`src/sv/wheel_ground_contact_force_top_defines.svh`:
```
// Assertion macros shared by the wheel contact block.
`ifndef WHEEL_GROUND_CONTACT_FORCE_TOP_DEFINES_SVH
`define WHEEL_GROUND_CONTACT_FORCE_TOP_DEFINES_SVH

// Assert that an implication holds at every clock edge outside reset.
`define WGC_ASSERT_IMPL(label, clk, rst_n, ante, cons, msg) \
  label: assert property (@(posedge clk) disable iff (!rst_n) (ante) |-> (cons)) \
    else $error(msg);

// Assert that the consequent holds in the cycle after the antecedent.
`define WGC_ASSERT_NEXT(label, clk, rst_n, ante, cons, msg) \
  label: assert property (@(posedge clk) disable iff (!rst_n) (ante) |=> (cons)) \
    else $error(msg);

`endif

```
`src/sv/wgc_pkg.sv`:
```
package wgc_pkg;

  // Register indexes of the configuration port.
  typedef enum logic [2:0] {
    REG_MOUNT_X   = 3'd0,
    REG_MOUNT_Y   = 3'd1,
    REG_STIFFNESS = 3'd2,
    REG_DAMPING   = 3'd3,
    REG_BRAKES    = 3'd4
  } reg_idx_e;

  localparam int unsigned   ANG_SHIFT   = 13;
  localparam logic [33:0]   PI_Q29      = 34'd1686629713;
  localparam logic [33:0]   HALF_PI_Q29 = 34'd843314857;
  localparam logic [30:0]   GAIN_Q30    = 31'd652032874;
  localparam logic [29:0]   ROLL_Q32    = 30'd383032992;
  localparam logic [32:0]   BRAKE_Q32   = 33'd3006477107;

  // Wide datapath word for the rotator.
  typedef logic signed [35:0] cw_t;
  typedef logic signed [33:0] ang_t;

  // One CORDIC cell's state.
  typedef struct packed {
    cw_t  x;
    cw_t  y;
    ang_t z;
  } rot_t;

  // Arctangent table, Q2.29.
  function automatic logic [29:0] atan_q29(input logic [4:0] i);
    unique case (i)
      5'd0:  atan_q29 = 30'd421657428;
      5'd1:  atan_q29 = 30'd248918915;
      5'd2:  atan_q29 = 30'd131521918;
      5'd3:  atan_q29 = 30'd66762579;
      5'd4:  atan_q29 = 30'd33510843;
      5'd5:  atan_q29 = 30'd16771758;
      5'd6:  atan_q29 = 30'd8387925;
      5'd7:  atan_q29 = 30'd4194219;
      5'd8:  atan_q29 = 30'd2097141;
      5'd9:  atan_q29 = 30'd1048575;
      5'd30: atan_q29 = 30'd0;
      default: atan_q29 = 30'd1 << (5'd29 - i);
    endcase
  endfunction

  // Saturate a wide signed value to 32 bits.
  function automatic logic signed [31:0] sat32(input logic signed [95:0] v);
    if (v > 96'sd2147483647) sat32 = 32'sh7fffffff;
    else if (v < -96'sd2147483648) sat32 = 32'sh80000000;
    else sat32 = v[31:0];
  endfunction

endpackage

```
`src/sv/wgc_cordic_cell.sv`:
```
// One micro-rotation of the CORDIC chain with its sideband item data.
module wgc_cordic_cell #(
  parameter int unsigned IDX = 0,
  parameter int unsigned SBW = 8
) (
  input  logic               clk_i,
  input  logic               rst_ni,
  input  logic               en_i,
  input  logic               valid_i,
  input  wgc_pkg::rot_t      rot_i,
  input  logic [SBW-1:0]     sb_i,
  output logic               valid_o,
  output wgc_pkg::rot_t      rot_o,
  output logic [SBW-1:0]     sb_o
);

  logic          valid_q;
  wgc_pkg::rot_t rot_q, rot_d;
  logic [SBW-1:0] sb_q;
  wgc_pkg::cw_t  dx, dy;
  wgc_pkg::ang_t at;

  // Floor shifts and the rotation direction from the residual angle.
  always_comb begin
    dx = rot_i.y >>> IDX;
    dy = rot_i.x >>> IDX;
    at = wgc_pkg::ang_t'({4'd0, wgc_pkg::atan_q29(5'(IDX))});
    rot_d = rot_i;
    if (!rot_i.z[33]) begin
      rot_d.x = rot_i.x - dx;
      rot_d.y = rot_i.y + dy;
      rot_d.z = rot_i.z - at;
    end else begin
      rot_d.x = rot_i.x + dx;
      rot_d.y = rot_i.y - dy;
      rot_d.z = rot_i.z + at;
    end
  end

  always_ff @(posedge clk_i or negedge rst_ni) begin
    if (!rst_ni) begin
      valid_q <= 1'b0;
    end else if (en_i) begin
      valid_q <= valid_i;
    end
  end

  always_ff @(posedge clk_i) begin
    if (en_i) begin
      rot_q <= rot_d;
      sb_q  <= sb_i;
    end
  end

  assign valid_o = valid_q;
  assign rot_o   = rot_q;
  assign sb_o    = sb_q;

endmodule

```
`config.mk`:
```
export PLATFORM = sky130hd
export DESIGN_NAME = wgc_cordic_cell
export DESIGN_NICKNAME = d
export VERILOG_FILES = /design/src/sv/wheel_ground_contact_force_top_defines.svh /design/src/sv/wgc_pkg.sv /design/src/sv/wgc_cordic_cell.sv
export SDC_FILE = /design/constraint.sdc
export NUM_CORES = 1
export LEC_CHECK = 0
export BUFFER_PORTS_ARGS = -buffer_cell sky130_fd_sc_hd__buf_2
export CAP_MARGIN = 40
export CORE_UTILIZATION = 57
export DETAILED_ROUTE_END_ITERATION = 16
export PLACE_DENSITY = 0.92
export RECOVER_POWER = 100
export SYNTH_ARGS = -nofsm -noshare
export SYNTH_HDL_FRONTEND = slang
export SYNTH_SLANG_ARGS = --single-unit
```
`constraint.sdc`:
```
create_clock -name clk_i -period 1.17 [get_ports clk_i]
set_clock_uncertainty 0.15 [all_clocks]
set_input_delay 0.117 -clock clk_i [delete_from_list [all_inputs] [get_ports clk_i]]
set_output_delay 0.117 -clock clk_i [all_outputs]
set_load 0.05 [all_outputs]
```
==> results of run 1 <==
-- synthesized netlist by cell type (16+ instances only) --
cell / number
a211oi_1: 17
a21o_1: 33
a21oi_1: 151
clkbuf_1: 26
edfxtp_1: 113
ha_1: 135
inv_1: 115
nand2_1: 85
nand2b_1: 18
nand3_1: 22
nand4_1: 16
nor2_1: 119
nor2b_1: 19
nor3_1: 29
o21ai_0: 87
o21bai_1: 27
xnor2_1: 76
xor2_1: 18
-- through the flow --
step	std cells	worst slack (ps)	instance area [sq um]	utilization, %
2_1_floorplan	1297	-1640	12200	-
3_3_place_gp	2138	-1930	16400	86.9
3_5_place_dp	2138	-2080	16400	86.9
-- kinds of logic after synthesis --
group                    after synthesis  synth area share [%]
AO/OA/AOI/OAI                        425                  24.3
XOR/XNOR                              94                  7.40
multiplexers                          11                  1.00
adder cells (fa/ha/maj)              139                  15.9
buffers and inverters                167                  5.95
flip-flops                           114                  30.7
AND/OR/NAND/NOR                      347                  14.7
==> summary.md, run 1 <==
| Metric | Value |
|---|---|
| Yosys warns | `0` |
| Worst-case clock buffer depth | `2` |
| Register area share after synthesis | `30.7%` |
| Synth cell types | `84` |
| Hold Buf Count CTS | `15` |
| Number of core rows | `50` |
| Yosys top cell area share | `30.5%` |
| Die X | `142 microns` |
| Num CTS Buffers | `17` |
| Mapped Area | `11100 sq um` |
| Status | `stopped before the end` |
| Die height | `142 microns` |
| Syn avg cell area | `8.57 sq um` |
| Area leader, netlist | `edfxtp_1` |
| Post-DP HPWL | `37.7 mm` |
| EDFF count, synth | `113` |
| Gpl congestion | `1.09` |
| CTS resizes | `276` |
| Commonest register cell after synthesis | `edfxtp_1` |
| Root buf cell | `clkbuf_16` |
| Synth area leaders | `edfxtp_1 31%, ha_1 15%, a21oi_1 6.8%` |
| Post-CTS Setup Repair Bufs | `83` |
| Port-buffer cells | `232` |
| #FFs+latches synth | `114` |
| Htree depth | `4` |
| CTS sink cnt | `114` |
| Share of flip-flops with an asynchronous set or reset | `0.877%` |
| Halt Stage | `clock tree synthesis` |
| Mapped Cells | `1297` |
| Top Ports | `233` |
| Post-synthesis net count | `1554` |
| Initial Util | `58.9%` |
| Error | `[ERROR DPL-0038] Utilization greater than 100%, impossible to legalize` |
==> inputs of run 2 (changes only) <==
Settings changed: CORE_UTILIZATION 57 to 40, PLACE_DENSITY 0.92 to not set, PLACE_DENSITY_LB_ADDON set to 0.15.
==> run 2 against run 1 <==
Against the previous run:
- the flow now finishes, with violations (negative hold slack, negative setup slack)
- synthesized area stayed put
- synthesized cell count stayed put
==> summary.md, run 2 <==
| Metric | Value |
|---|---|
| DRT iter0 DRCs | `963` |
| R2R depth | `1` |
| Post-synthesis net count | `1554` |
| Clock transition at path regs | `60 ps` |
| Final instance area | `19900 sq um` |
| Tightest Hold Check Type | `primary input to register` |
| #FFs+latches synth | `114` |
| Final hold viol count | `3` |
| Area growth syn-to-layout | `79.1%` |
| Hold WS | `-45.3 ps` |
| Most frequent cell after synthesis | `a21oi_1` |
| Mapped Cells | `1297` |
| Worst Setup Path Type | `primary input to register` |
| Die height | `169 microns` |
| Grt ovf | `0` |
| Layout cell share with drive strength beyond 1 | `53.3%` |
| Largest family of logic cells by synthesized area | `compound AO/OA/AOI/OAI gates` |
| CP Max Fanout | `2` |
| Hold Buf Count CTS | `15` |
| Drt via density | `5.32` |
| Die area | `28500 sq um` |
| Post-synth top cells | `151 x a21oi_1, 135 x ha_1, 119 x nor2_1` |
| Routed WL per cell | `18.5 microns` |
| Largest register FFs | `105` |
| Commonest register cell after synthesis | `edfxtp_1` |
| TritonCTS clock tree | `yes` |
| Simple-Gate Fraction of Synth Area | `14.7%` |
| Slew @ Worst Pin | `866 ps` |
| Residual DRC | `0` |
| Port-buffer cells | `232` |
| Worst-case clock buffer depth | `2` |
| Max_cap viols | `0` |
| Mapped Area | `11100 sq um` |
| Top Ports | `233` |
| Post-synthesis compound-gate area fraction | `24.3%` |
| Setup slack after layout | `-1480 ps` |
| Post-Synth Adder-Cell Area | `15.9%` |
| Final setup vio count | `215` |
| Total global-route track usage | `30.2%` |
| CTS sink cnt | `114` |
| Status | `finished, violations left` |
| Via count | `12800` |
| Worst setup SP type | `primary input` |
| Max-slew headroom | `42.3%` |
| Initial Util | `41.0%` |
| Kind of end point of the critical path | `register` |
| WP data arrival | `2670 ps` |
| Yosys top cell area share | `30.5%` |
| Gpl congestion | `0.965` |
| Drt total wl | `44.8 mm` |
| Register area share after synthesis | `30.7%` |
| Largest net degree at the start of global routing | `56` |
| Dpl cell area | `16900 sq um` |
| Tmin final | `2650 ps` |
| Synth area leaders | `edfxtp_1 31%, ha_1 15%, a21oi_1 6.8%` |
| Sum Neg Setup Slack | `-113160 ps` |
| Final worst-path cycle share | `226%` |
| Global-route wire length before repair | `66.6 mm` |
| Synth cell types | `84` |
| Leak Pwr | `0.00890 uW` |
| Area leader, netlist | `edfxtp_1` |
| Nets@finish | `2280` |
| Worst endpoint required time | `1200 ps` |
| Antenna violations before repair | `5` |
| Post-synthesis mux area share | `1.00%` |
| Syn avg cell area | `8.57 sq um` |
| Hold Crit Depth | `3` |
| Post-route ant nets | `0` |
| Max Fclk | `0.378 GHz` |
| Commonest cells after routing, fill and taps aside | `463 x buf_4, 174 x buf_2, 113 x edfxtp_1` |
| Vias in the first global route | `12700` |
| XOR/XNOR share of the synthesized area | `7.40%` |
| DRT Pass-1 Iters | `7` |
| Share of flip-flops with an asynchronous set or reset | `0.877%` |
| Number of core rows | `60` |
| Worst vdd ir | `711 uV` |
| Commonest non-fill, non-tap cell in the layout | `buf_4` |
| Failing checks | `negative hold slack, negative setup slack` |
| Core ar. | `27100 sq um` |
| PD cells | `1190 nW/um^2` |
| Die X | `169 microns` |
| Unrepaired setup endpoints after global routing | `yes` |
| EDFF count, synth | `113` |
| Yosys warns | `0` |
| Max-slew violations | `0` |
| Num CTS Buffers | `17` |
| Htree depth | `4` |
| Root buf cell | `clkbuf_16` |
| Clk_lat worst skew | `430 ps` |
| Post-DP HPWL | `33.6 mm` |
==> run 2: cell counts after synthesis <==
Identical to the previous run, type by type.
==> run 2: layer usage <==
layer	up-vias	global-route usage [%]	part of all wire [%]	routed length (microns)
met4	0	12.8	3.9	1730
met1	6058	37.5	42	18600
met5	-	0	0	0
met3	107	4.26	5.7	2560
li1	6140	-	-	-
met2	536	52.3	49	21800
==> run 2: logic make-up after synthesis <==
| group | after synthesis |
|---|---|
| adders and majority gates | 139 |
| xor gates and xnor gates | 94 |
| DFF | 114 |
| AOI/OAI and AO/OA | 425 |
| and+or+nand+nor | 347 |
| buffers and inverters | 167 |
| muxes | 11 |
==> run 2: final cells by class <==
cell class	count	area, sq um
Timing Repair Buffer	755	5640
Antenna cell	6	15.0
Multi-Input combinational cell	1016	9160
Clock inverter	14	228
Sequential cell	114	3420
Clock buffer	18	429
Fill cell	2017	7180
Inverter	119	559
Tap cell	372	465
==> run 2: final timing paths <==
| check | startpoint | to | slack (ps) |
|---|---|---|---|
| max reg2reg | valid_o | valid_o | 250 |
| min in group asynchronous | rst_ni | valid_o | 370 |
| max | rot_i[70] | rot_o[104] | -1480 |
| min reg2reg | valid_o | valid_o | 400 |
| max in group asynchronous | rst_ni | valid_o | 410 |
| min | rot_i[32] | rot_o[33] | -50 |
==> run 2: repair_timing <==
action,4_1_cts,5_1_grt
hold endpoints to repair,18,3
buffers inserted,40,23
cloned,2,0
endpoints found under the setup margin,213,212
pin swaps,107,79
resized for setup,224,167
==> run 2: worst max-delay path, cell delays in order <==
cell and delay (ps):
buf_8 100, ha_4 160, fa_2 380, nor2b_4 140, o211ai_4 200, nand3_4 120
a221oi_4 270, a311oi_2 150, or4b_4 550, a31oi_4 210, o32ai_2 110, xnor2_1 150
==> run 2: report_power, final <==
group,total (uW),switching [uW],internal [uW]
clock network,6110,2290,3830
registers,5610,234,5380
logic,12000,6920,5050
==> run 2: metrics by stage <==
step                setup slack (ps)  utilization [%]  total power (uW)  std cells  hold slack, ps
global placement               -1960             62.5             15700       2302            -258
CTS                            -1460             70.7             22900       2389           -70.2
floorplan                      -1640                -             11900       1297            -329
finish                         -1480             73.5             23700       2414           -45.3
detailed placement             -2080             62.5             15700       2302            -257
global route                   -1550             73.5             24500       2413           -48.9
Note: power is estimated with default switching activity, not from simulation.
==> inputs of run 3 (changes only) <==
Settings changed: CORE_UTILIZATION 40 to 57.
==> run 3 against run 2 <==
Against the previous run:
- synthesized area unchanged
- the run now fails in clock tree synthesis
- synthesized cell count unchanged
==> summary.md, run 3 <==
| Metric | Value |
|---|---|
| Status | `stopped before the end` |
| Halt Stage | `clock tree synthesis` |
| Error | `[ERROR DPL-0033] detailed placement checks failed during check placement.` |
| Port-buffer cells | `232` |
| Num CTS Buffers | `17` |
| Number of core rows | `50` |
| Register area share after synthesis | `30.7%` |
| Post-Place Setup Slack | `-2020 ps` |
| Synth cell types | `84` |
| Share of flip-flops with an asynchronous set or reset | `0.877%` |
| EDFF count, synth | `113` |
| Synth area leaders | `edfxtp_1 31%, ha_1 15%, a21oi_1 6.8%` |
| Yosys warns | `0` |
| Post-Synth Adder-Cell Area | `15.9%` |
| XOR/XNOR share of the synthesized area | `7.40%` |
| Commonest register cell after synthesis | `edfxtp_1` |
| Area leader, netlist | `edfxtp_1` |
| Top Ports | `233` |
| #FFs+latches synth | `114` |
| Post-synthesis net count | `1554` |
| CTS resizes | `178` |
| Hold Buf Count CTS | `15` |
| Post-CTS Setup Repair Bufs | `28` |
| Post-DP HPWL | `34.3 mm` |
| Worst-case clock buffer depth | `2` |
| Syn avg cell area | `8.57 sq um` |
| Gpl congestion | `1.04` |
| Post-synthesis mux area share | `1.00%` |
| Mapped Area | `11100 sq um` |
| Htree depth | `4` |
| Mapped Cells | `1297` |
| Die X | `142 microns` |
| Placed insts | `2177` |
| Initial Util | `58.9%` |
| Die height | `142 microns` |
| Post-synth top cells | `151 x a21oi_1, 135 x ha_1, 119 x nor2_1` |
| Post-synthesis compound-gate area fraction | `24.3%` |
| CTS sink cnt | `114` |
| Yosys top cell area share | `30.5%` |
| Most frequent cell after synthesis | `a21oi_1` |
| Root buf cell | `clkbuf_16` |
| Largest family of logic cells by synthesized area | `compound AO/OA/AOI/OAI gates` |
| Simple-Gate Fraction of Synth Area | `14.7%` |
[run 3: cell counts after synthesis]
No cell type changed its count.
[run 3: per-stage QoR]
step	setup TNS (ps)	utilization [%]	cell area (sq um)
2_1_floorplan	-88190	-	12200
3_3_place_gp	-134220	88.3	16700
3_5_place_dp	-141290	88.3	16700
[run 3: cells by family after synthesis]
family                   Yosys count
AO/OA/AOI/OAI                    425
XOR/XNOR                          94
adder cells (fa/ha/maj)          139
buffers and inverters            167
flip-flops                       114
multiplexers                      11
AND/OR/NAND/NOR                  347
